===== src/hdl/tcce_pkg.sv =====
// Shared types and constants for the text console cursor engine.
// No dependencies; every other file references this package by scoped name.
package tcce_pkg;

   // Screen geometry
   localparam int COLUMNS = 80;
   localparam int ROWS    = 25;
   localparam int CELLS   = COLUMNS * ROWS;
   localparam int COL_W   = $clog2(COLUMNS);
   localparam int ROW_W   = $clog2(ROWS);
   localparam int IDX_W   = 11;

   // Result queue, power of two
   localparam int FIFO_DEPTH = 2;
   localparam int FIFO_PTR_W = $clog2(FIFO_DEPTH);
   localparam int FIFO_CNT_W = $clog2(FIFO_DEPTH + 1);

   // Operation codes
   localparam logic [1:0] OP_FG_CHAR   = 2'd0;
   localparam logic [1:0] OP_ATTR_CHAR = 2'd1;
   localparam logic [1:0] OP_BLINK     = 2'd2;
   localparam logic [1:0] OP_NONE      = 2'd3;

   // Character codes and fixed attribute
   localparam logic [7:0] CH_RETURN     = 8'd13;
   localparam logic [7:0] CH_NEWLINE    = 8'd10;
   localparam logic [7:0] CH_BACKSPACE  = 8'd8;
   localparam logic [7:0] CH_SPACE      = 8'h20;
   localparam logic [7:0] CH_UNDERSCORE = 8'h5F;
   localparam logic [7:0] WHITE_ATTR    = 8'h0F;

   typedef struct packed {
      logic [1:0] op;
      logic [7:0] char_code;
      logic [7:0] color;
   } req_type;

   typedef struct packed {
      logic [IDX_W-1:0] cell_index;
      logic [7:0]       cell_char;
      logic [7:0]       cell_attribute;
      logic             attribute_valid;
      logic             last_write;
   } rsp_type;

   typedef struct packed {
      logic             we;
      logic [IDX_W-1:0] waddr;
      logic [7:0]       wdata;
      logic             re;
      logic [IDX_W-1:0] raddr;
   } mem_req_type;

endpackage


===== src/hdl/tcce_cursor_ctrl.sv =====
// Cursor sequencer: holds cursor, blink and color state, takes one item at a time,
// stalls a write while the result queue is full, and drives the shadow memory. Depends on tcce_pkg.
module tcce_cursor_ctrl (
   input  logic                  clock,
   input  logic                  reset,
   input  logic                  csr_wr_en,
   input  logic [3:0]            csr_wr_data,
   input  logic                  req_valid,
   output logic                  req_ready,
   input  tcce_pkg::req_type     req_payload,
   input  logic                  fifo_full,
   output logic                  push,
   output tcce_pkg::rsp_type     push_data,
   output tcce_pkg::mem_req_type mem_req,
   input  logic [7:0]            mem_rdata
);

   logic                            busy_ff, busy_in;
   logic                            phase_ff, phase_in;
   tcce_pkg::req_type               item_ff;
   logic [tcce_pkg::COL_W-1:0]      col_ff, col_in;
   logic [tcce_pkg::ROW_W-1:0]      row_ff, row_in;
   logic                            uline_ff, uline_in;
   logic [7:0]                      saved_ff, saved_in;
   logic [3:0]                      bg_ff;
   logic                            clearing_ff;
   logic [tcce_pkg::IDX_W-1:0]      clr_addr_ff;

   logic [tcce_pkg::IDX_W-1:0]      here;
   logic [7:0]                      attr, bs_attr;
   logic [tcce_pkg::ROW_W-1:0]      row_next;
   logic                            emit, e_av, e_last, last_step, rd_en;
   logic [7:0]                      e_char, e_attr;
   logic                            go, finish, accept;

   assign here = tcce_pkg::IDX_W'(row_ff) * tcce_pkg::IDX_W'(tcce_pkg::COLUMNS)
               + tcce_pkg::IDX_W'(col_ff);
   assign row_next = (row_ff == tcce_pkg::ROW_W'(tcce_pkg::ROWS - 1)) ? '0 : row_ff + 1'b1;

   always_comb begin
      attr      = (item_ff.op == tcce_pkg::OP_FG_CHAR) ?
                  {bg_ff, item_ff.color[3:0]} : item_ff.color;
      bs_attr   = (item_ff.op == tcce_pkg::OP_FG_CHAR) ? attr : tcce_pkg::WHITE_ATTR;
      emit      = 1'b0;
      e_char    = tcce_pkg::CH_SPACE;
      e_attr    = '0;
      e_av      = 1'b0;
      e_last    = 1'b1;
      last_step = 1'b1;
      rd_en     = 1'b0;
      col_in    = col_ff;
      row_in    = row_ff;
      uline_in  = uline_ff;
      saved_in  = saved_ff;
      unique case (item_ff.op) inside
         tcce_pkg::OP_BLINK: begin
            if (uline_ff) begin
               emit     = 1'b1;
               e_char   = saved_ff;
               e_attr   = tcce_pkg::WHITE_ATTR;
               e_av     = 1'b1;
               uline_in = 1'b0;
            end else if (!phase_ff) begin
               // fetch the character under the cursor first
               rd_en     = 1'b1;
               last_step = 1'b0;
            end else begin
               emit     = 1'b1;
               e_char   = tcce_pkg::CH_UNDERSCORE;
               saved_in = mem_rdata;
               uline_in = 1'b1;
            end
         end
         tcce_pkg::OP_FG_CHAR, tcce_pkg::OP_ATTR_CHAR: begin
            unique case (item_ff.char_code)
               tcce_pkg::CH_RETURN: begin
                  emit   = 1'b1;
                  e_attr = attr;
                  e_av   = 1'b1;
                  col_in = '0;
               end
               tcce_pkg::CH_NEWLINE: begin
                  col_in = '0;
                  row_in = row_next;
               end
               tcce_pkg::CH_BACKSPACE: begin
                  emit   = 1'b1;
                  e_attr = bs_attr;
                  e_av   = 1'b1;
                  if (!phase_ff) begin
                     e_last    = 1'b0;
                     last_step = 1'b0;
                     if (col_ff != '0) begin
                        col_in = col_ff - 1'b1;
                     end else if (row_ff != '0) begin
                        row_in = row_ff - 1'b1;
                        col_in = tcce_pkg::COL_W'(tcce_pkg::COLUMNS - 1);
                     end
                  end else begin
                     uline_in = 1'b0;
                  end
               end
               default: begin
                  emit   = 1'b1;
                  e_char = item_ff.char_code;
                  e_attr = attr;
                  e_av   = 1'b1;
                  if (col_ff == tcce_pkg::COL_W'(tcce_pkg::COLUMNS - 1)) begin
                     col_in = '0;
                     row_in = row_next;
                  end else begin
                     col_in = col_ff + 1'b1;
                  end
               end
            endcase
         end
         default: begin
         end
      endcase
   end

   assign go        = busy_ff && (!emit || !fifo_full);
   assign finish    = go && last_step;
   assign req_ready = !clearing_ff && (!busy_ff || finish);
   assign accept    = req_valid && req_ready;
   assign busy_in   = accept || (busy_ff && !finish);
   assign phase_in  = go ? !last_step : phase_ff;

   assign push                     = go && emit;
   assign push_data.cell_index     = here;
   assign push_data.cell_char      = e_char;
   assign push_data.cell_attribute = e_av ? e_attr : '0;
   assign push_data.attribute_valid = e_av;
   assign push_data.last_write     = e_last;

   // shadow port: clearing sweep after reset, then cell writes and blink reads
   assign mem_req.we    = clearing_ff || push;
   assign mem_req.waddr = clearing_ff ? clr_addr_ff : here;
   assign mem_req.wdata = clearing_ff ? tcce_pkg::CH_SPACE : e_char;
   assign mem_req.re    = go && rd_en;
   assign mem_req.raddr = here;

   always_ff @(posedge clock) begin
      if (reset) begin
         busy_ff     <= 1'b0;
         phase_ff    <= 1'b0;
         col_ff      <= '0;
         row_ff      <= '0;
         uline_ff    <= 1'b0;
         saved_ff    <= tcce_pkg::CH_SPACE;
         bg_ff       <= '0;
         clearing_ff <= 1'b1;
         clr_addr_ff <= '0;
      end else begin
         busy_ff  <= busy_in;
         phase_ff <= phase_in;
         if (go) begin
            col_ff   <= col_in;
            row_ff   <= row_in;
            uline_ff <= uline_in;
            saved_ff <= saved_in;
         end
         if (csr_wr_en) begin
            bg_ff <= csr_wr_data;
         end
         if (clearing_ff) begin
            clr_addr_ff <= clr_addr_ff + 1'b1;
            if (clr_addr_ff == tcce_pkg::IDX_W'(tcce_pkg::CELLS - 1)) begin
               clearing_ff <= 1'b0;
            end
         end
      end
   end

   always_ff @(posedge clock) begin
      if (accept) begin
         item_ff <= req_payload;
      end
   end

endmodule


===== config.mk =====
export PLATFORM = sky130hd
export DESIGN_NAME = tcce_cursor_ctrl
export DESIGN_NICKNAME = d
export VERILOG_FILES = /design/src/hdl/tcce_pkg.sv /design/src/hdl/tcce_cursor_ctrl.sv
export SDC_FILE = /design/constraint.sdc
export NUM_CORES = 1
export LEC_CHECK = 0
export BUFFER_PORTS_ARGS = -buffer_cell sky130_fd_sc_hd__buf_4
export CORE_MARGIN = 8
export CORE_UTILIZATION = 49
export DETAILED_ROUTE_END_ITERATION = 10
export PLACE_DENSITY = 0.83
export SLEW_MARGIN = 20
export SYNTH_ARGS = -nofsm -noshare
export SYNTH_HDL_FRONTEND = slang
export SYNTH_SLANG_ARGS = --single-unit

===== constraint.sdc =====
create_clock -name clock -period 2.7 [get_ports clock]
set_input_delay 0.54 -clock clock [delete_from_list [all_inputs] [get_ports clock]]
set_output_delay 0.54 -clock clock [all_outputs]
set_load 0.01 [all_outputs]

Yosys cells after proc, flatten, opt, wreduce, memory -nomap -nowiden
Cells that the tools add are included.
{ "word_totals": {"output_inout_bits": 63, "ff_bits": 57} }
{ "classes": {"n_eq_ne": 14, "mux": 41, "n_reduce_logical": 29, "addsub": 6, "bitwise_logic": 2, "mul": 1} }
{ "ops": {"columns": ["op", "count"], "rows": [
  ["2-to-1 mux 8 bit", 6],
  ["one-hot mux 8 bit (2 select lines)", 3],
  ["2-to-1 mux 7 bit", 5],
  ["2-to-1 mux 5 bit", 5],
  ["equality test 8 x 4 -> 1 bit (second input constant)", 3],
  ["one-hot mux 5 bit (3 select lines)", 1],
  ["2-to-1 mux 1 bit", 14],
  ["one-hot mux 7 bit (2 select lines)", 1],
  ["AND reduction 4 bit", 3],
  ["adder 11 x 1 -> 11 bit (second input constant)", 1],
  ["adder 11 x 7 -> 11 bit", 1],
  ["equality test 11 bit (second input constant)", 1],
  ["2-to-1 mux 11 bit", 1],
  ["inequality test 2 bit (second input constant)", 5],
  ["one-hot mux 1 bit (2 select lines)", 4],
  ["adder 7 x 1 -> 7 bit (second input constant)", 1],
  ["equality test 7 bit (second input constant)", 1],
  ["logical AND 1 bit", 7],
  ["multiplier 5 x 3 -> 7 bit (second input constant)", 1],
  ["AND reduction 7 bit", 1],
  ["nonzero test 7 bit", 1],
  ["subtractor 7 x 1 -> 7 bit (second input constant)", 1],
  ["zero test 1 bit", 6],
  ["adder 5 x 1 -> 5 bit (second input constant)", 1],
  ["other kinds (14)", 19]
]} }

Logic depth before layout (Yosys ltp)
{ "logic_depth": {"word_depth": 11, "mapped_depth": 8, "ltp_nobuf": 8} }

Least setup slack after synthesis
OpenSTA, ideal clock, no wires.
{ "synth_path": {"path_type": "flip-flop to output port", "startpoint": "reg row_ff[1] (netlist bit)", "endpoint": "out mem_req[30] (netlist bit)", "path_stages_with_launch": 9, "t_required_ps": 2160, "slack_ps": -136, "n_path_buf": 0, "arrival_time_ps": 2296, "path_cell_list": "dfxtp_1 > ha_1 > ha_1 > fa_1 > xor2_1 > o2111ai_1 > xnor2_1 > xnor2_1 > mux2_2"} }
{ "synth_lines": {"columns": ["item", "line", "text"], "rows": [
  ["start: declaration", "tcce_cursor_ctrl.sv:22", "logic [tcce_pkg::ROW_W-1:0] row_ff, row_in;"],
  ["start signal: assignment", "tcce_cursor_ctrl.sv:159", "row_ff <= row_in;"],
  ["end: declaration", "tcce_cursor_ctrl.sv:14", "output tcce_pkg::mem_req_type mem_req,"]
]} }

==> metrics.md <==
| Metric | Value |
|---|---|
| Status | `finished, violations left` |
| Failing checks | `setup timing` |
| Antenna Diode Count | `0` |
| CP Capture Type | `primary output` |
| Adder-cell area share of the yosys netlist | `5.98%` |
| Global-route wire length before repair | `18,200 um` |
| Cell at the root of the clock tree | `clkbuf_8` |
| Util after Layout | `68.0%` |
| Core outline area | `7650 sq um` |
| Worst-skew pair later-pin latency | `350 ps` |
| Initial Utilization | `49.8%` |
| Ports | `98` |
| Cells traversed along the worst timing path | `ha_4, ha_4, fa_2, o2111ai_4, xnor2_2, xnor2_2, mux2_4, buf_6` |
| H-tree depth reported by CTS | `3` |
| Instance count of the mapped netlist | `430` |
| Portion of synthesized cell area occupied by the leading cell type | `20.5%` |
| Critical path class | `register to primary output` |
| Number of cells on the worst hold path | `1` |
| Largest stage delay on the critical path | `570 ps` |
| Routed via count divided by cell count | `5.93` |
| Req. time, crit path | `2160 ps` |
| Ranking of synthesized cells by instance count | `nor2_1, dfxtp_1, nand2_1` |
| Worst reg-to-reg setup slack | `110 ps` |
| Die outline height | `104 um` |
| DRC violations left | `0` |
| CP arrival | `2500 ps` |
| Leakage power | `0.00220 uW` |
| Share of synthesized area spent on multiplexers | `6.93%` |
| Routed wire length | `11,600 um` |
| Fraction of synthesized cell area in xor and xnor cells | `4.60%` |
| Switching power total | `396 uW` |
| Buffer and inverter count on the worst path | `1` |
| Min-Delay Path Class | `input port to register` |
| Total routing usage reported by global routing | `20.3%` |
| Post-synth net total | `482` |
| RSZ-0062 raised after global routing | `true` |
| Drt first pass iters | `5` |
| Area share of and/or/nand/nor cells after synthesis | `18.9%` |
| Sw frac | `21.1%` |
| Crit Path Max Fanout | `2` |
| Synth area leaders | `dfxtp_1, edfxtp_1, ha_1` |
| Worst setup path startpoint | `row_ff[3]` |
| Number of failing setup endpoints in the final timing report | `9` |
| X dimension of the die | `104 um` |
| Largest net degree at the start of global routing | `40` |
| Number of nets in the layout | `584` |
| EDFF count, synth | `18` |
| Wire length per cell | `18.2 um` |
| Compound-cell area share of the yosys netlist | `20.0%` |
| #FFs+latches synth | `57` |
| Count leader, synth | `nor2_1` |
| Gr ovfl total | `0` |
| Minimum clock period after layout | `3040 ps` |
| Max Fclk | `329 MHz` |
| Cell-internal power | `1480 uW` |
| Initial DRC count | `312` |
| Fraction of power consumed by the clock network | `47.9%` |
| Number of buffers created by CTS | `9` |
| Clock tree from TritonCTS | `yes` |
| Site row count | `32` |
| Part of the Yosys area used for sequential elements | `34.7%` |
| Antenna violations before repair | `0` |
| Biggest area consumer among synthesized cells | `dfxtp_1` |
| R2R cell count | `9` |
| Fraction of final layout cells with drive strength greater than 1 | `38.7%` |
| GPL Wtd Cong | `0.889` |
| Ys async rst share | `0%` |
| Reg-to-reg endpoint | `col_ff[2]` |
| Half-perimeter wire length of the detailed placement result | `8210 um` |
| Portion of total power attributed to combinational logic | `4.3%` |
| Final cycle utilization of the critical path | `113%` |
| Sum Neg Setup Slack | `-1760 ps` |
| Slew Limit Headroom | `44.7%` |
| VDD IR-drop max | `0.453 mV` |
| Bufs on Longest Clock Path | `2` |
| Startpoint of the worst-slack reg-to-reg timing path | `row_ff[1]` |
| Number of max-cap violations | `0` |
| Clock slew at the register clock pins of the worst setup and hold paths | `70 ps` |
| Syn_area_per_cell | `8.85 sq um` |
| CTS Hold Bufs | `0` |
| Port-buffer cells | `97` |
| Startpoint of the worst hold path | `req_payload[2]` |
| Total Die Area | `10,800 sq um` |
| Area added between synthesis and finish | `36.7%` |
| Kind of launch point of the worst setup path | `register` |
| Power density over the cells | `361 nW/um^2` |
| Worst Max-Slew Pin Slew | `829 ps` |
| Top Family by Delay on Critical Path | `adder cells` |
| Count of different cell masters after synthesis | `66` |
| Clock Skews | `12.3 ps` |
| Number of pins with negative max-slew slack in the final report | `0` |
| Summed instance area of the synthesized netlist | `3810 sq um` |
| Main combinational cell family by area after synthesis | `compound AO/OA/AOI/OAI gates` |
| Worst Setup Slack, final | `-342 ps` |
| Clock sink count | `57` |
| Part of the total power dissipated in sequential elements | `47.8%` |
| Via Count | `3,791` |
| Hold endpoint | `item_ff[2]` |
| Most instantiated flip-flop cell in the synthesis netlist | `dfxtp_1` |
| Number of endpoints with negative hold slack in the final report | `0` |
| Critical-path cell with the highest stage delay | `fa_2` |
| Antenna Violating Nets Remaining | `0` |
| Number of global-route vias before repair | `3,778` |
| Yosys Warn Count | `0` |
## cells in the final DEF (no fill, tap or decap), types with 4 or more instances in the layout
cell type / synthesis / routed
buf_4: 18 / 121
nor2_1: 44 / 41
dfxtp_1: 39 / 35
nand2_1: 29 / 28
a21oi_1: 26 / 21
inv_1: 20 / 20
edfxtp_1: 18 / 18
o21ai_0: 19 / 14
mux2i_1: 14 / 14
nand3_1: 15 / 13
buf_6: 3 / 13
nor2b_1: 11 / 10
ha_1: 15 / 10
clkbuf_8: 0 / 10
xnor2_1: 12 / 9
a22o_1: 8 / 8
nor3_1: 10 / 8
nand2b_1: 6 / 6
nand4_1: 6 / 6
o21ai_1: 3 / 6
mux2_2: 9 / 6
a32oi_1: 6 / 6
xor2_1: 8 / 6
a21oi_2: 2 / 5
o21a_1: 4 / 4
dfxtp_2: 0 / 4
## cell families (layout without fill, tap and decap cells)
group                    count (synthesis)  after routing
XOR/XNOR                                20             20
flip-flops                              57             57
buffers and inverters                   63            170
AO/OA/AOI/OAI                          107            107
AND/OR/NAND/NOR                        142            142
adder cells (fa/ha/maj)                 17             17
multiplexers                            24             24
## per-layer routing
metal	track usage (%)	vias up	wire, um
li1	-	1754	-
met1	21.5	1785	4480
met2	34.9	216	5770
met3	8.30	36	1070
met4	8.69	0	306
met5	0	-	0
## cell type report
type / count / area [sq um]
timing repair buffer: 134 / 1050
multi-input combinational: 310 / 2400
fill: 576 / 2440
clock buffer: 11 / 141
tap: 102 / 128
inverter: 20 / 75.1
sequential: 57 / 1330
clock inverter: 5 / 78.8
## how the worst max path moves through the flow
stage | endpoint | slack, ps | cells after the start
4_1_cts | mem_req[30] | -350 | 9
5_1_grt | mem_req[30] | -410 | 9
2_1_floorplan | mem_req[30] | -30 | 8
3_3_place_gp | mem_req[30] | -90 | 9
3_5_place_dp | mem_req[30] | -170 | 9
6_report | mem_req[30] | -340 | 8
## per-stage QoR
stage | total power, uW | worst slack [ps] | hold slack [ps] | instances | instance area [sq um]
after floorplan | 944 | -33.6 | 454 | 430 | 3830
after global placement | 994 | -89.9 | 467 | 608 | 4580
after CTS | 1880 | -354 | 355 | 632 | 5040
after global routing | 1940 | -409 | 343 | 639 | 5200
final | 1880 | -342 | 362 | 639 | 5200
after detailed placement | 997 | -167 | 483 | 608 | 4580
## repair_timing
item / CTS / global route
resized for setup: 37 / 27
buffers inserted: 8 / 7
endpoints found under the setup margin: 19 / 27
pin swaps: 10 / 11
## flip-flops by register name, indices dropped and copies added (netlist names)
name         count
bg_ff            4
busy_ff          1
clearing_ff      1
clr_addr_ff     11
col_ff           7
item_ff         18
phase_ff         1
row_ff           5
saved_ff         8
uline_ff         1
## power by group through the flow
stage               registers, uW  logic [uW]  clock network [uW]
floorplan                     914        30.8                   0
global placement              915        79.1                   0
detailed placement            916        81.0                   0
CTS                           896        81.2                 905
global route                  897        87.5                 958
finish                        897        80.9                 899
Note: power is estimated with default switching activity, not from simulation.
