### config.mk
export PLATFORM = sky130hd
export DESIGN_NAME = tcce_out_fifo
export DESIGN_NICKNAME = d
export VERILOG_FILES = /design/src/hdl/tcce_pkg.sv /design/src/hdl/tcce_out_fifo.sv
export SDC_FILE = /design/constraint.sdc
export NUM_CORES = 1
export LEC_CHECK = 0
export BUFFER_PORTS_ARGS = -buffer_cell sky130_fd_sc_hd__clkbuf_2
export CORE_MARGIN = 1
export CORE_UTILIZATION = 50
export DETAILED_ROUTE_END_ITERATION = 8
export GPL_TIMING_DRIVEN = 0
export PLACE_DENSITY = 0.82
export SLEW_MARGIN = 10
export SYNTH_ARGS = -nofsm -noshare
export SYNTH_HDL_FRONTEND = slang
export SYNTH_SLANG_ARGS = --single-unit
### constraint.sdc
create_clock -name clock -period 3.9 [get_ports clock]
set_input_delay 0.585 -clock clock [delete_from_list [all_inputs] [get_ports clock]]
set_output_delay 0.585 -clock clock [all_outputs]
set_load 0.005 [all_outputs]
### src/hdl/tcce_pkg.sv
// Shared types and constants for the text console cursor engine.
// No dependencies; every other file references this package by scoped name.
package tcce_pkg;

   // Screen geometry
   localparam int COLUMNS = 80;
   localparam int ROWS    = 25;
   localparam int CELLS   = COLUMNS * ROWS;
   localparam int COL_W   = $clog2(COLUMNS);
   localparam int ROW_W   = $clog2(ROWS);
   localparam int IDX_W   = 11;

   // Result queue, power of two
   localparam int FIFO_DEPTH = 2;
   localparam int FIFO_PTR_W = $clog2(FIFO_DEPTH);
   localparam int FIFO_CNT_W = $clog2(FIFO_DEPTH + 1);

   // Operation codes
   localparam logic [1:0] OP_FG_CHAR   = 2'd0;
   localparam logic [1:0] OP_ATTR_CHAR = 2'd1;
   localparam logic [1:0] OP_BLINK     = 2'd2;
   localparam logic [1:0] OP_NONE      = 2'd3;

   // Character codes and fixed attribute
   localparam logic [7:0] CH_RETURN     = 8'd13;
   localparam logic [7:0] CH_NEWLINE    = 8'd10;
   localparam logic [7:0] CH_BACKSPACE  = 8'd8;
   localparam logic [7:0] CH_SPACE      = 8'h20;
   localparam logic [7:0] CH_UNDERSCORE = 8'h5F;
   localparam logic [7:0] WHITE_ATTR    = 8'h0F;

   typedef struct packed {
      logic [1:0] op;
      logic [7:0] char_code;
      logic [7:0] color;
   } req_type;

   typedef struct packed {
      logic [IDX_W-1:0] cell_index;
      logic [7:0]       cell_char;
      logic [7:0]       cell_attribute;
      logic             attribute_valid;
      logic             last_write;
   } rsp_type;

   typedef struct packed {
      logic             we;
      logic [IDX_W-1:0] waddr;
      logic [7:0]       wdata;
      logic             re;
      logic [IDX_W-1:0] raddr;
   } mem_req_type;

endpackage

### src/hdl/tcce_out_fifo.sv
// Small result queue between the cursor sequencer and the rsp channel.
// Depends on tcce_pkg.
module tcce_out_fifo (
   input  logic              clock,
   input  logic              reset,
   input  logic              push,
   input  tcce_pkg::rsp_type push_data,
   output logic              full,
   output logic              rsp_valid,
   input  logic              rsp_ready,
   output tcce_pkg::rsp_type rsp_payload
);

   tcce_pkg::rsp_type                    entries_ff [tcce_pkg::FIFO_DEPTH];
   logic [tcce_pkg::FIFO_PTR_W-1:0]      wr_ptr_ff, wr_ptr_in;
   logic [tcce_pkg::FIFO_PTR_W-1:0]      rd_ptr_ff, rd_ptr_in;
   logic [tcce_pkg::FIFO_CNT_W-1:0]      count_ff, count_in;
   logic                                 pop;

   assign full        = (count_ff == tcce_pkg::FIFO_CNT_W'(tcce_pkg::FIFO_DEPTH));
   assign rsp_valid   = (count_ff != '0);
   assign rsp_payload = entries_ff[rd_ptr_ff];
   assign pop         = rsp_valid && rsp_ready;

   always_comb begin
      wr_ptr_in = push ? wr_ptr_ff + 1'b1 : wr_ptr_ff;
      rd_ptr_in = pop ? rd_ptr_ff + 1'b1 : rd_ptr_ff;
      count_in  = count_ff;
      if (push && !pop) begin
         count_in = count_ff + 1'b1;
      end else if (pop && !push) begin
         count_in = count_ff - 1'b1;
      end
   end

   always_ff @(posedge clock) begin
      if (reset) begin
         wr_ptr_ff <= '0;
         rd_ptr_ff <= '0;
         count_ff  <= '0;
      end else begin
         wr_ptr_ff <= wr_ptr_in;
         rd_ptr_ff <= rd_ptr_in;
         count_ff  <= count_in;
      end
   end

   always_ff @(posedge clock) begin
      if (push) begin
         entries_ff[wr_ptr_ff] <= push_data;
      end
   end

endmodule

After elaboration in Yosys (flattened, before gate mapping)
Memory sizes are Yosys's and may differ from the RTL's. A register that Yosys moved wholly into a read port is not among the register bits.
Cells that the tools add are included.
W data, S select, Z words.
{"block": "totals", "reg_bits": 4, "ramBits": 58, "inputBits": 33, "out_inout_bits": 31, "wordCells": 22, "mem_count": 1}
{"block": "classes", "addsub": 4, "eq_ne": 1, "muxes": 6, "n_reduce_logical": 7}
{"memory": "entries_ff", "depth": 2, "word_bits": 29, "read_ports": 1, "rd_ports_with_merged_regs": 1, "wr": 1, "line": "tcce_out_fifo.sv:14", "text": "tcce_pkg::rsp_type entries_ff [tcce_pkg::FIFO_DEPTH];"}
{"op": "$mux W1", "n": 4}
{"op": "$mux W2", "n": 2}
{"op": "$reduce_bool A2 Y1", "n": 2}
{"op": "$logic_and A1 B1 Y1", "n": 3}
{"op": "$add A1 B1 Y1 const B", "n": 2}
{"op": "$add A2 B1 Y2 const B", "n": 1}
{"op": "$eq A2 B2 Y1 const B", "n": 1}
{"op": "$logic_not A1 Y1", "n": 2}
{"op": "$sub A2 B1 Y2 const B", "n": 1}

Logic depth before layout (Yosys ltp)
Gate-level depths: netlist of run 1.
{"block": "logic_depth", "depth_word": 5, "ltp_mapped": 5, "mapped_depth_nobuf": 5}

Least setup slack after synthesis of run 1
No wires, ideal clock.
{"block": "synth_timing", "path_kind": "input-to-reg", "start": "input push", "end": "memory entries_ff[0][0] in the netlist's numbering, enable pin", "setup_time_ns": 0.418, "arrival_time_ns": 1.904, "t_required_ns": 3.482, "path_slack_ns": 1.577, "path_stages": 1, "n_path_buf": 0, "cell_sequence": "nor2b_1"}
{"block": "synth_between", "elab_chain_len": 2}
{"item": "start, declared", "line": "tcce_out_fifo.sv:6", "text": "input logic push,"}
{"item": "$mux W1", "line": "tcce_out_fifo.sv:49", "text": "if (push) begin"}
{"item": "$mux W1 (implied by the code)", "line": "tcce_out_fifo.sv:50", "text": "entries_ff[wr_ptr_ff] <= push_data;"}
{"item": "end, declared", "line": "tcce_out_fifo.sv:14"}
Every way passes these cells.

==> impl_metrics.prom, run 1 <==
# TYPE chip_impl_metric gauge
chip_impl_info{name="outcome",value="finished clean"} 1
chip_impl_info{name="grt_setup_unrepaired",value="false"} 1
chip_impl_metric{name="async_flop_share",unit=""} 0
chip_impl_metric{name="pwr-share-seq",unit=""} 0.478
chip_impl_metric{name="row_count",unit=""} 24
chip_impl_metric{name="clk-insertion-delay-late",unit="ns"} 0.33
chip_impl_metric{name="setup_violating_endpoint_count_in_the_final_report",unit=""} 0
chip_impl_metric{name="worst-slew-pin-transition",unit="ns"} 0.862
chip_impl_metric{name="net-switching-power",unit="mW"} 0.426
chip_impl_metric{name="power.total",unit="mW"} 1.73
chip_impl_metric{name="postSynthAreaPerCell",unit="µm²"} 20.5
chip_impl_metric{name="fillers",unit=""} 316
chip_impl_metric{name="power_frac_clock",unit=""} 0.299
chip_impl_metric{name="final_core_occ",unit=""} 0.655
chip_impl_info{name="endpoint_kind_of_the_worst_setup_timing_path",value="output port"} 1
chip_impl_metric{name="synth_seq_area_share",unit=""} 0.800
chip_impl_metric{name="global_route_wire_length_before_repair",unit="µm"} 6180
chip_impl_metric{name="design.final.nets",unit=""} 220
chip_impl_metric{name="cts_inserted_buffers",unit=""} 9
chip_impl_metric{name="netlist_instances",unit=""} 112
chip_impl_metric{name="setup_tns",unit="ns"} 0
chip_impl_metric{name="io_pins",unit=""} 64
chip_impl_metric{name="final_antenna_net_count",unit=""} 0
chip_impl_metric{name="timing.clock.skew",unit="ns"} 0.00342
chip_impl_metric{name="globalplace.congestion",unit=""} 0.689
chip_impl_metric{name="static-leakage-power",unit="nW"} 1.12
chip_impl_metric{name="die-area",unit="mm²"} 0.00488
chip_impl_metric{name="synth_enable_flop_cells",unit=""} 58
chip_impl_metric{name="detailroute.via_count",unit=""} 1254
chip_impl_metric{name="syn_nets",unit=""} 146
chip_impl_metric{name="maximum_number_of_pins_on_one_net_before_global_route_repair",unit=""} 30
chip_impl_metric{name="initialDrtViolationCount",unit=""} 60
chip_impl_info{name="min-delay-start",value="push_data[22]"} 1
chip_impl_metric{name="dpl.cell_count",unit=""} 227
chip_impl_metric{name="htree_levels",unit=""} 3
chip_impl_metric{name="post_synth_instance_area",unit="mm²"} 0.00230
chip_impl_metric{name="worst_slack_after_detailed_placement",unit="ns"} 1.68
chip_impl_metric{name="insertedDiodeCount",unit=""} 0
chip_impl_info{name="synth-main-ff-cell",value="sky130_fd_sc_hd__edfxtp_1"} 1
chip_impl_metric{name="sink_count",unit=""} 63
chip_impl_metric{name="post_synth_num_cell_types",unit=""} 16
chip_impl_metric{name="maxCapViolCount",unit=""} 0
chip_impl_info{name="synthMostInstantiatedCell",value="sky130_fd_sc_hd__edfxtp_1"} 1
chip_impl_metric{name="postCtsResizedCells",unit=""} 0
chip_impl_metric{name="initial_core_util",unit=""} 0.525
chip_impl_metric{name="switching_share",unit=""} 0.246
chip_impl_info{name="root_buffer",value="sky130_fd_sc_hd__clkbuf_8"} 1
chip_impl_metric{name="crit_path_max_fanout",unit=""} 10
chip_impl_metric{name="number_of_antenna_violations_at_the_first_check_in_global_routing",unit=""} 0
chip_impl_info{name="worst_setup_path_type",value="reg -> out"} 1
chip_impl_metric{name="final_layout_size_suffix_gt1_frac",unit=""} 0.586
chip_impl_info{name="timing.rr.start",value="count_ff[0]"} 1
chip_impl_metric{name="critical_path_required",unit="ns"} 3.31
chip_impl_metric{name="max-clock-path-buffers",unit=""} 2
chip_impl_metric{name="final_cell_count_no_fill",unit=""} 243
chip_impl_metric{name="dpl.hpwl",unit="µm"} 2490
chip_impl_metric{name="postCtsSetupRepairBufs",unit=""} 0
chip_impl_metric{name="ys_seq_elements",unit=""} 63
chip_impl_metric{name="finalCritPeriodShare",unit=""} 0.545
chip_impl_metric{name="maximum_frequency_from_static_timing_analysis",unit="MHz"} 471
chip_impl_metric{name="worst_ir_drop_vdd",unit="µV"} 407
chip_impl_metric{name="floorplan.die.width",unit="µm"} 69.8
chip_impl_metric{name="crit_arrival",unit="ns"} 1.54
chip_impl_metric{name="avgViaCountPerCell",unit=""} 5.16
chip_impl_metric{name="hold_viol_final",unit=""} 0
chip_impl_metric{name="slew_viol_final",unit=""} 0
chip_impl_metric{name="layout_min_cycle_time",unit="ns"} 2.12
chip_impl_metric{name="die_y",unit="µm"} 69.8
chip_impl_metric{name="drt-wirelength-per-cell",unit="µm"} 15.4
chip_impl_metric{name="flow.area_growth_from_synthesis",unit="%"} 24.7
chip_impl_info{name="holdCritPathClass",value="in -> reg"} 1
chip_impl_metric{name="drc",unit=""} 0
chip_impl_info{name="start_kind",value="flop"} 1
chip_impl_metric{name="core_area",unit="mm²"} 0.00438
chip_impl_metric{name="first_global_vias",unit=""} 1321
chip_impl_info{name="tritoncts",value="yes"} 1
chip_impl_metric{name="global_route.usage.total",unit=""} 0.174
chip_impl_info{name="netlist.top_cell.by_area",value="sky130_fd_sc_hd__edfxtp_1"} 1
chip_impl_metric{name="sum_of_overflow_across_all_layers_after_global_routing",unit=""} 0
chip_impl_metric{name="wl",unit="µm"} 3740
chip_impl_metric{name="power_frac_comb",unit=""} 0.223
chip_impl_metric{name="place.port_buffers",unit=""} 63
chip_impl_metric{name="first_pass_iteration_count_of_the_detailed_router",unit=""} 4
chip_impl_metric{name="clock_pin_slew_reported_for_the_worst_setup_and_hold_paths_after_clock_tree_synthesis",unit="ns"} 0.06
chip_impl_metric{name="total_power_per_unit_cell_area",unit="mW/mm²"} 603
chip_impl_metric{name="synthDominantCellAreaShare",unit=""} 0.757
chip_impl_metric{name="setup_slack",unit="ns"} 1.78
chip_impl_info{name="largest_cells_by_area_after_synthesis",value="sky130_fd_sc_hd__edfxtp_1 76%, sky130_fd_sc_hd__mux2_2 14%, sky130_fd_sc_hd__dfxtp_1 4.4%"} 1
chip_impl_metric{name="internal_power",unit="mW"} 1.30
chip_impl_metric{name="postCtsHoldBufs",unit=""} 0
chip_impl_metric{name="synth-warning-count",unit=""} 0
chip_impl_info{name="synth_commonest_cells",value="58 x sky130_fd_sc_hd__edfxtp_1, 29 x sky130_fd_sc_hd__mux2_2, 5 x sky130_fd_sc_hd__dfxtp_1"} 1
chip_impl_metric{name="timing.max_slew.rel_slack",unit=""} 0.424
## layout by cell type, fill, tap and decap left out, types with 2 or more instances in the layout
cell type	n
sky130_fd_sc_hd__xor2_1	3
sky130_fd_sc_hd__clkinv_2	3
sky130_fd_sc_hd__o21ai_0	2
sky130_fd_sc_hd__clkbuf_1	2
sky130_fd_sc_hd__dfxtp_1	5
sky130_fd_sc_hd__nor2_1	4
sky130_fd_sc_hd__clkbuf_2	63
sky130_fd_sc_hd__clkbuf_8	9
sky130_fd_sc_hd__edfxtp_1	58
sky130_fd_sc_hd__mux2_2	29
sky130_fd_sc_hd__buf_2	2
## final timing paths
kind                       endpoint  slack (ns)  cells after the start
hold / removal    entries_ff[1][22]        0.44                      1
hold reg to reg         count_ff[1]        0.52                      2
setup / recovery     rsp_payload[5]        1.78                      4
setup reg to reg        count_ff[1]        2.32                      4
## flip-flops by register name, summed over array words and instances (netlist names), named ones only
signal / count
wr_ptr_ff: 1
rd_ptr_ff: 1
entries_ff: 58
count_ff: 2
## cell families after synthesis
| group | after synthesis | share of synthesized area |
|---|---|---|
| AOI/OAI and AO/OA | 3 | 0.00652 |
| DFF | 63 | 0.800 |
| buffers and inverters | 3 | 0.00924 |
| muxes | 29 | 0.142 |
| and+or+nand+nor | 9 | 0.0212 |
| adders and majority gates | 1 | 0.00544 |
| xor gates and xnor gates | 4 | 0.0152 |
## cell type report
| cell class | instances | area (µm²) | area share |
|---|---|---|---|
| clock inverter | 5 | 48.8 | 0.0170 |
| clock buffer | 11 | 131 | 0.0458 |
| timing repair buffer | 63 | 315 | 0.110 |
| tap | 52 | 65.1 | 0.0227 |
| buffer | 3 | 21.3 | 0.00741 |
| multi-input combinational | 46 | 447 | 0.156 |
| sequential | 63 | 1840 | 0.642 |
## power groups by stage
stage | clock network, mW | registers, mW | logic [mW]
final | 0.517 | 0.827 | 0.387
after global routing | 0.563 | 0.833 | 0.425
after CTS | 0.530 | 0.828 | 0.393
after detailed placement | 0 | 0.841 | 0.392
after global placement | 0 | 0.836 | 0.375
after floorplan | 0 | 0.833 | 0.245
## worst max-delay path: stages (launching register included)
cell and delay [ns]:
sky130_fd_sc_hd__dfxtp_1 0.32, sky130_fd_sc_hd__buf_2 0.25, sky130_fd_sc_hd__buf_6 0.19, sky130_fd_sc_hd__mux2_2 0.34
sky130_fd_sc_hd__clkbuf_2 0.11
## per-stage QoR
| stage | area [µm²] | hold WS [ns] |
|---|---|---|
| after floorplan | 2300 | 0.466 |
| after global placement | 2680 | 0.482 |
| after detailed placement | 2690 | 0.505 |
| after CTS | 2870 | 0.427 |
| after global routing | 2870 | 0.432 |
| final | 2870 | 0.439 |
## per-layer routing
layer	part of all wire	up-vias	global-route usage
li1	-	578	-
met1	0.40	622	0.199
met2	0.52	46	0.286
met3	0.053	8	0.0494
met4	0.029	0	0.113
met5	0	-	0
No activity file was read; power rests on OpenSTA's default activity.
==> run 2, diff against run 1 <==
Settings changed: CORE_UTILIZATION 50 to 46, PLACE_DENSITY 0.82 to 0.79.
Clock period 3.9 ns to 1.9 ns, I/O delays scaled along.
==> run 2 against run 1 <==
Effect of this change:
- register-to-register slack lost 2.0 ns
- sequential share of layout area shrank 0.96 points
- sequential cell count unchanged
- critical path depth did not move
- via count fell by 1.8%
- final cell count increased by 6.2%
- core utilization shrank 4.2 points
- clock power rose by 130%
- critical path type unchanged
- largest power group unchanged
==> impl_metrics.prom, run 2 (synthesis results as in run 1) <==
# TYPE chip_impl_metric gauge
chip_impl_metric{name="avgViaCountPerCell",unit=""} 4.78
chip_impl_metric{name="crit_arrival",unit="ns"} 1.49
chip_impl_metric{name="maximum_number_of_pins_on_one_net_before_global_route_repair",unit=""} 30
chip_impl_metric{name="setup_violating_endpoint_count_in_the_final_report",unit=""} 0
chip_impl_info{name="max_flop_register",value="entries_ff"} 1
chip_impl_metric{name="final_antenna_net_count",unit=""} 0
chip_impl_info{name="holdCritPathClass",value="in -> reg"} 1
chip_impl_info{name="layout_common_cells",value="63 x sky130_fd_sc_hd__clkbuf_2, 58 x sky130_fd_sc_hd__edfxtp_1, 29 x sky130_fd_sc_hd__mux2_2"} 1
chip_impl_metric{name="io_pins",unit=""} 64
chip_impl_metric{name="max-clock-path-buffers",unit=""} 2
chip_impl_metric{name="wl",unit="µm"} 3760
chip_impl_metric{name="hold_viol_final",unit=""} 0
chip_impl_metric{name="maxCapViolCount",unit=""} 0
chip_impl_metric{name="row_count",unit=""} 25
chip_impl_metric{name="net-switching-power",unit="mW"} 0.864
chip_impl_info{name="most_common_cell_after_layout_fill_and_taps_aside",value="sky130_fd_sc_hd__clkbuf_2"} 1
chip_impl_metric{name="worst-slew-pin-transition",unit="ns"} 0.857
chip_impl_metric{name="global_route.usage.total",unit=""} 0.155
chip_impl_metric{name="largest_reg_flops",unit=""} 58
chip_impl_metric{name="floorplan.die.width",unit="µm"} 72.7
chip_impl_metric{name="number_of_antenna_violations_at_the_first_check_in_global_routing",unit=""} 0
chip_impl_metric{name="sink_count",unit=""} 63
chip_impl_metric{name="sum_of_overflow_across_all_layers_after_global_routing",unit=""} 0
chip_impl_metric{name="met3RoutedLength",unit="µm"} 203
chip_impl_metric{name="initialDrtViolationCount",unit=""} 67
chip_impl_metric{name="design.final.nets",unit=""} 220
chip_impl_metric{name="globalplace.congestion",unit=""} 0.634
chip_impl_metric{name="total_power_per_unit_cell_area",unit="mW/mm²"} 1260
chip_impl_metric{name="clock_pin_slew_reported_for_the_worst_setup_and_hold_paths_after_clock_tree_synthesis",unit="ns"} 0.06
chip_impl_info{name="root_buffer",value="sky130_fd_sc_hd__clkbuf_8"} 1
chip_impl_info{name="layout_top_registers",value="entries_ff x58, count_ff x2"} 1
chip_impl_info{name="worst_setup_path_type",value="reg -> out"} 1
chip_impl_info{name="endpoint_kind_of_the_worst_setup_timing_path",value="output port"} 1
chip_impl_metric{name="die_y",unit="µm"} 72.7
chip_impl_metric{name="power_frac_clock",unit=""} 0.321
chip_impl_metric{name="final_core_occ",unit=""} 0.613
chip_impl_metric{name="power_frac_comb",unit=""} 0.217
chip_impl_metric{name="fillers",unit=""} 380
chip_impl_metric{name="slew_viol_final",unit=""} 0
chip_impl_metric{name="core_area",unit="mm²"} 0.00475
chip_impl_metric{name="finalCritPeriodShare",unit=""} 0.934
chip_impl_metric{name="worst_ir_drop_vdd",unit="µV"} 875
chip_impl_metric{name="cts_inserted_buffers",unit=""} 9
chip_impl_info{name="routed.top_layer",value="met4"} 1
chip_impl_metric{name="timing.clock.skew",unit="ns"} 0.00452
chip_impl_metric{name="global_route_wire_length_before_repair",unit="µm"} 5760
chip_impl_metric{name="clk-insertion-delay-late",unit="ns"} 0.32
chip_impl_metric{name="route.layer.met1.wl",unit="µm"} 1460
chip_impl_info{name="outcome",value="finished clean"} 1
chip_impl_metric{name="timing.max_slew.rel_slack",unit=""} 0.427
chip_impl_metric{name="first_pass_iteration_count_of_the_detailed_router",unit=""} 4
chip_impl_metric{name="place.port_buffers",unit=""} 63
chip_impl_metric{name="maximum_frequency_from_static_timing_analysis",unit="MHz"} 564
chip_impl_metric{name="internal_power",unit="mW"} 2.81
chip_impl_info{name="start_kind",value="flop"} 1
chip_impl_metric{name="pwr-share-seq",unit=""} 0.462
chip_impl_metric{name="drt-wirelength-per-cell",unit="µm"} 14.6
chip_impl_metric{name="detailroute.wirelength.met2",unit="µm"} 2030
chip_impl_metric{name="die-area",unit="mm²"} 0.00529
chip_impl_metric{name="fin_hold_ws",unit="ns"} 0.149
chip_impl_metric{name="initial_core_util",unit=""} 0.484
chip_impl_metric{name="dpl.hpwl",unit="µm"} 2510
chip_impl_metric{name="layout_min_cycle_time",unit="ns"} 1.77
chip_impl_metric{name="htree_levels",unit=""} 3
chip_impl_metric{name="final_layout_size_suffix_gt1_frac",unit=""} 0.576
chip_impl_metric{name="static-leakage-power",unit="nW"} 1.13
chip_impl_metric{name="flow.area_growth_from_synthesis",unit="%"} 26.6
chip_impl_metric{name="detailroute.via_count",unit=""} 1232
chip_impl_metric{name="crit_path_max_fanout",unit=""} 10
chip_impl_info{name="grt_setup_unrepaired",value="false"} 1
chip_impl_metric{name="switching_share",unit=""} 0.235
chip_impl_metric{name="first_global_vias",unit=""} 1321
chip_impl_metric{name="critical_path_required",unit="ns"} 1.62
chip_impl_metric{name="drc",unit=""} 0
chip_impl_metric{name="insertedDiodeCount",unit=""} 0
chip_impl_info{name="tritoncts",value="yes"} 1
==> run 2: cell types whose count changed in the layout (fill, tap and decap cells not counted) <==
| cell | previous run | this run |
|---|---|---|
| sky130_fd_sc_hd__bufinv_16 | 1 | 2 |
| sky130_fd_sc_hd__clkbuf_1 | 2 | 1 |
| sky130_fd_sc_hd__clkinv_1 | 1 | 4 |
| sky130_fd_sc_hd__buf_2 | 2 | 1 |
| sky130_fd_sc_hd__clkinv_2 | 3 | 0 |
| sky130_fd_sc_hd__clkbuf_4 | 0 | 1 |
==> run 2: what timing repair did <==
| action | 4_1_cts | 5_1_grt |
|---|---|---|
| hold endpoints to repair | 0 | 0 |
| setup endpoints to repair | 7 | 10 |
| setup buffers | 0 | 0 |
| resized for setup | 1 | 1 |
| hold buffers | 0 | 0 |
==> run 2: power by group through the flow <==
stage | combinational (mW) | sequential, mW | clock [mW]
finish | 0.797 | 1.70 | 1.18
detailed placement | 0.810 | 1.73 | 0
global placement | 0.772 | 1.71 | 0
global route | 0.874 | 1.71 | 1.26
floorplan | 0.502 | 1.71 | 0
CTS | 0.814 | 1.70 | 1.21
==> run 2: worst max-delay path, stage by stage, from the launching register on <==
cell                       delay (ns)
sky130_fd_sc_hd__dfxtp_1         0.32
sky130_fd_sc_hd__clkbuf_4        0.22
sky130_fd_sc_hd__buf_6           0.17
sky130_fd_sc_hd__mux2_2          0.35
sky130_fd_sc_hd__clkbuf_2        0.11
==> run 2: worst paths after layout <==
path	from	end	cells past startpoint	slack, ns
max	flop	rsp_payload[1]	4	0.13
min	push_data[28]	entries_ff[1][28]	1	0.15
max reg2reg	count_ff[0]	count_ff[1]	4	0.31
min reg2reg	rd_ptr_ff	rd_ptr_ff	2	0.54
==> run 2: final cells by class <==
class | instances | area, µm² | area share
well taps | 67 | 83.8 | 0.0288
multi-input cells | 46 | 447 | 0.153
plain buffers | 3 | 23.8 | 0.00816
clock inverters | 6 | 75.1 | 0.0258
repair buffers | 63 | 315 | 0.108
clock buffers | 10 | 128 | 0.0438
flip-flops and latches | 63 | 1840 | 0.632
==> run 2: through the flow <==
stage	worst slack, ns	cell area (µm²)	total power, mW	setup TNS (ns)	cells
after floorplan	0.391	2300	2.21	0	112
after global placement	-0.0480	2700	2.49	-1.35	242
after detailed placement	0.0123	2710	2.54	0	242
after CTS	0.0168	2910	3.72	0	258
after global routing	0.0293	2910	3.85	0	258
final	0.126	2910	3.67	0	258
==> run 2: layer usage <==
metal,vias to the layer above,GRT usage
li1,578,-
met1,599,0.157
met2,47,0.279
met3,8,0.0414
met4,0,0.105
met5,-,0
==> run 3, diff against run 2 <==
Settings changed: ABC_AREA set to 1.
==> run 3 against run 2 <==
Effect of this change:
- die area grew 2.7%
- register-to-register slack gained 0.12 ns
- clock skew grew 0.00069 ns
==> impl_metrics.prom, run 3 <==
# TYPE chip_impl_metric gauge
chip_impl_info{name="netlist.top_cell.by_area",value="sky130_fd_sc_hd__edfxtp_1"} 1
chip_impl_info{name="worst_setup_path_type",value="reg -> out"} 1
chip_impl_metric{name="sum_of_overflow_across_all_layers_after_global_routing",unit=""} 0
chip_impl_metric{name="cts_inserted_buffers",unit=""} 9
chip_impl_metric{name="globalplace.congestion",unit=""} 0.622
chip_impl_info{name="layout_top_registers",value="entries_ff x58, count_ff x2"} 1
chip_impl_metric{name="maximum_frequency_from_static_timing_analysis",unit="MHz"} 582
chip_impl_metric{name="worst-slew-pin-transition",unit="ns"} 0.655
chip_impl_metric{name="synthDominantCellAreaShare",unit=""} 0.737
chip_impl_metric{name="htree_levels",unit=""} 3
chip_impl_metric{name="slew_viol_final",unit=""} 0
chip_impl_metric{name="core_area",unit="mm²"} 0.00485
chip_impl_metric{name="design.final.nets",unit=""} 234
chip_impl_metric{name="global_route.usage.total",unit=""} 0.148
chip_impl_metric{name="postLayoutCellArea",unit="mm²"} 0.00301
chip_impl_metric{name="initial_core_util",unit=""} 0.488
chip_impl_metric{name="post_synth_instance_area",unit="mm²"} 0.00236
chip_impl_metric{name="crit_path_max_fanout",unit=""} 10
chip_impl_metric{name="sink_count",unit=""} 63
chip_impl_metric{name="worst_slack_after_detailed_placement",unit="ns"} 0.126
chip_impl_metric{name="die_y",unit="µm"} 73.7
chip_impl_metric{name="maxCapViolCount",unit=""} 0
chip_impl_metric{name="crit_arrival",unit="ns"} 1.43
chip_impl_metric{name="hold_viol_final",unit=""} 0
chip_impl_info{name="timing.rr.end",value="entries_ff[1][19]"} 1
chip_impl_metric{name="dpl_cell_area",unit="mm²"} 0.00280
chip_impl_info{name="root_buffer",value="sky130_fd_sc_hd__clkbuf_8"} 1
chip_impl_info{name="synth_commonest_cells",value="58 x sky130_fd_sc_hd__edfxtp_1, 19 x sky130_fd_sc_hd__mux2_2, 10 x sky130_fd_sc_hd__mux2_4"} 1
chip_impl_info{name="start_kind",value="flop"} 1
chip_impl_metric{name="synth_enable_flop_cells",unit=""} 58
chip_impl_metric{name="min_delay_path_depth",unit=""} 2
chip_impl_metric{name="power.total",unit="mW"} 3.27
chip_impl_metric{name="setup_slack",unit="ns"} 0.182
chip_impl_info{name="layout_common_cells",value="63 x sky130_fd_sc_hd__clkbuf_2, 58 x sky130_fd_sc_hd__edfxtp_1, 19 x sky130_fd_sc_hd__mux2_2"} 1
chip_impl_metric{name="flow.area_growth_from_synthesis",unit="%"} 27.5
chip_impl_metric{name="layout_min_cycle_time",unit="ns"} 1.72
chip_impl_metric{name="synth_seq_area_share",unit=""} 0.779
chip_impl_metric{name="clk-insertion-delay-late",unit="ns"} 0.32
chip_impl_metric{name="netlist_instances",unit=""} 125
chip_impl_metric{name="detailroute.via_count",unit=""} 1273
chip_impl_info{name="synthMostInstantiatedCell",value="sky130_fd_sc_hd__edfxtp_1"} 1
chip_impl_metric{name="worst_ir_drop_vdd",unit="µV"} 600
chip_impl_metric{name="post_synth_num_cell_types",unit=""} 15
chip_impl_info{name="largest_cells_by_area_after_synthesis",value="sky130_fd_sc_hd__edfxtp_1 74%, sky130_fd_sc_hd__mux2_2 9.0%, sky130_fd_sc_hd__mux2_4 6.3%"} 1
chip_impl_info{name="worstPathCellList",value="buf_6, buf_6, mux2_4, clkbuf_2"} 1
chip_impl_metric{name="syn_nets",unit=""} 159
chip_impl_info{name="max_flop_register",value="entries_ff"} 1
chip_impl_metric{name="fin_hold_ws",unit="ns"} 0.141
chip_impl_metric{name="final_antenna_net_count",unit=""} 0
chip_impl_metric{name="synth-warning-count",unit=""} 0
chip_impl_metric{name="die-area",unit="mm²"} 0.00543
chip_impl_metric{name="maximum_number_of_pins_on_one_net_before_global_route_repair",unit=""} 31
chip_impl_info{name="grt_setup_unrepaired",value="false"} 1
chip_impl_metric{name="critical_path_required",unit="ns"} 1.62
chip_impl_metric{name="io_pins",unit=""} 64
chip_impl_info{name="timing.rr.start",value="wr_ptr_ff"} 1
chip_impl_metric{name="row_count",unit=""} 25
chip_impl_metric{name="place.port_buffers",unit=""} 63
chip_impl_metric{name="floorplan.die.width",unit="µm"} 73.7
chip_impl_metric{name="total_power_per_unit_cell_area",unit="mW/mm²"} 1080
chip_impl_metric{name="timing.clock.skew",unit="ns"} 0.00521
chip_impl_metric{name="largest_reg_flops",unit=""} 58
chip_impl_info{name="endpoint_kind_of_the_worst_setup_timing_path",value="output port"} 1
chip_impl_info{name="synth-main-ff-cell",value="sky130_fd_sc_hd__edfxtp_1"} 1
chip_impl_metric{name="dpl.hpwl",unit="µm"} 2430
chip_impl_metric{name="timing.max_slew.rel_slack",unit=""} 0.562
chip_impl_info{name="worst_hold_path.endpoint",value="wr_ptr_ff"} 1
chip_impl_metric{name="max-clock-path-buffers",unit=""} 2
chip_impl_metric{name="clock_pin_slew_reported_for_the_worst_setup_and_hold_paths_after_clock_tree_synthesis",unit="ns"} 0.06
chip_impl_metric{name="first_global_vias",unit=""} 1255
chip_impl_metric{name="slowest_delay",unit="ns"} 0.34
chip_impl_metric{name="wl",unit="µm"} 3610
chip_impl_metric{name="async_flop_share",unit=""} 0
chip_impl_info{name="min-delay-start",value="reset"} 1
chip_impl_info{name="most_common_cell_after_layout_fill_and_taps_aside",value="sky130_fd_sc_hd__clkbuf_2"} 1
chip_impl_metric{name="ys_seq_elements",unit=""} 63
chip_impl_info{name="outcome",value="finished clean"} 1
chip_impl_metric{name="postSynthAreaPerCell",unit="µm²"} 18.9
chip_impl_metric{name="ff2ff_setup_slack",unit="ns"} 0.43
chip_impl_metric{name="final_layout_size_suffix_gt1_frac",unit=""} 0.546
chip_impl_metric{name="static-leakage-power",unit="nW"} 1.20
chip_impl_metric{name="finalCritPeriodShare",unit=""} 0.904
chip_impl_metric{name="postCtsSetupRepairBufs",unit=""} 0
chip_impl_metric{name="insertedDiodeCount",unit=""} 0
chip_impl_metric{name="final_core_occ",unit=""} 0.622
chip_impl_info{name="tritoncts",value="yes"} 1
chip_impl_info{name="worst_path_most_repeated_cell",value="sky130_fd_sc_hd__buf_6"} 1
chip_impl_metric{name="number_of_antenna_violations_at_the_first_check_in_global_routing",unit=""} 0
chip_impl_metric{name="drc",unit=""} 0
chip_impl_metric{name="setup_violating_endpoint_count_in_the_final_report",unit=""} 0
chip_impl_info{name="crit_slowest_cell",value="sky130_fd_sc_hd__dfxtp_1"} 1
chip_impl_metric{name="initialDrtViolationCount",unit=""} 63
chip_impl_metric{name="drt-wirelength-per-cell",unit="µm"} 13.3
chip_impl_metric{name="postCtsHoldBufs",unit=""} 0
chip_impl_info{name="holdCritPathClass",value="in -> reg"} 1
chip_impl_metric{name="avgViaCountPerCell",unit=""} 4.68
chip_impl_metric{name="global_route_wire_length_before_repair",unit="µm"} 5640
chip_impl_metric{name="first_pass_iteration_count_of_the_detailed_router",unit=""} 4
chip_impl_metric{name="worstRegToRegCells",unit=""} 2
chip_impl_metric{name="fillers",unit=""} 375
[run 3: cell count changes in the layout (fill, tap and decap cells not counted), moves of 2 or more]
cell                         delta
sky130_fd_sc_hd__mux2_4        +10
sky130_fd_sc_hd__nand2_1        +8
sky130_fd_sc_hd__nand3_1        +2
sky130_fd_sc_hd__xor2_1         -3
sky130_fd_sc_hd__clkinvlp_4     +3
sky130_fd_sc_hd__clkinv_1       -2
sky130_fd_sc_hd__mux2_2        -10
sky130_fd_sc_hd__inv_1          +7
[run 3: what timing repair did]
action                                  4_1_cts  5_1_grt
endpoints found under the setup margin        0       30
endpoints found under the hold margin         0        0
gates resized for setup                       0        1
[run 3: how the worst max path moves through the flow]
| stage | start | end | slack [ns] | cells after the start |
|---|---|---|---|---|
| after global placement | push | entries_ff[0][4] | -0.16 | 3 |
| after floorplan | wr_ptr_ff | entries_ff[0][0] | 0.40 | 1 |
| final | flop | rsp_payload[4] | 0.18 | 4 |
| after detailed placement | push | entries_ff[1][6] | 0.13 | 3 |
| after global routing | flop | rsp_payload[3] | 0.10 | 4 |
| after CTS | wr_ptr_ff | entries_ff[1][8] | 0.14 | 2 |
[run 3: cells by family after synthesis]
group	after synthesis	share of synthesized area
adders and majority gates	1	0.00529
muxes	29	0.154
buffers and inverters	11	0.0243
DFF	63	0.779
AOI/OAI and AO/OA	3	0.00635
and+or+nand+nor	18	0.0312
[run 3: cell type report]
class                   count  area (µm²)  share of cell area
clock buffers               9         124              0.0411
multi-input cells          51         473               0.157
inverters                   8        33.8              0.0112
plain buffers               3        27.5             0.00913
repair buffers             64         343               0.114
flip-flops and latches     63        1840               0.611
well taps                  67        83.8              0.0278
clock inverters             7        87.6              0.0291
[run 3: power breakdown]
group	leakage [nW]	internal, mW	switching [mW]
clock network	0.100	0.726	0.486
logic	0.517	0.228	0.195
registers	0.586	1.61	0.0245
[run 3: worst max-delay path: cells and delay by family, from the launching register on]
family                 cells  cell delay, ns
DFF                        1            0.34
buffers and inverters      3            0.47
muxes                      1            0.31
[run 3: routing by layer]
metal	GRT usage	wire, µm
met1	0.177	1580
met5	0	0
met4	0.0962	64
met2	0.230	1740
met3	0.0480	223
[run 3: per-stage QoR]
stage | TNS, ns | std cells
after CTS | 0 | 272
after global placement | -4.51 | 255
final | 0 | 272
after global routing | 0 | 272
after detailed placement | 0 | 256
after floorplan | 0 | 125
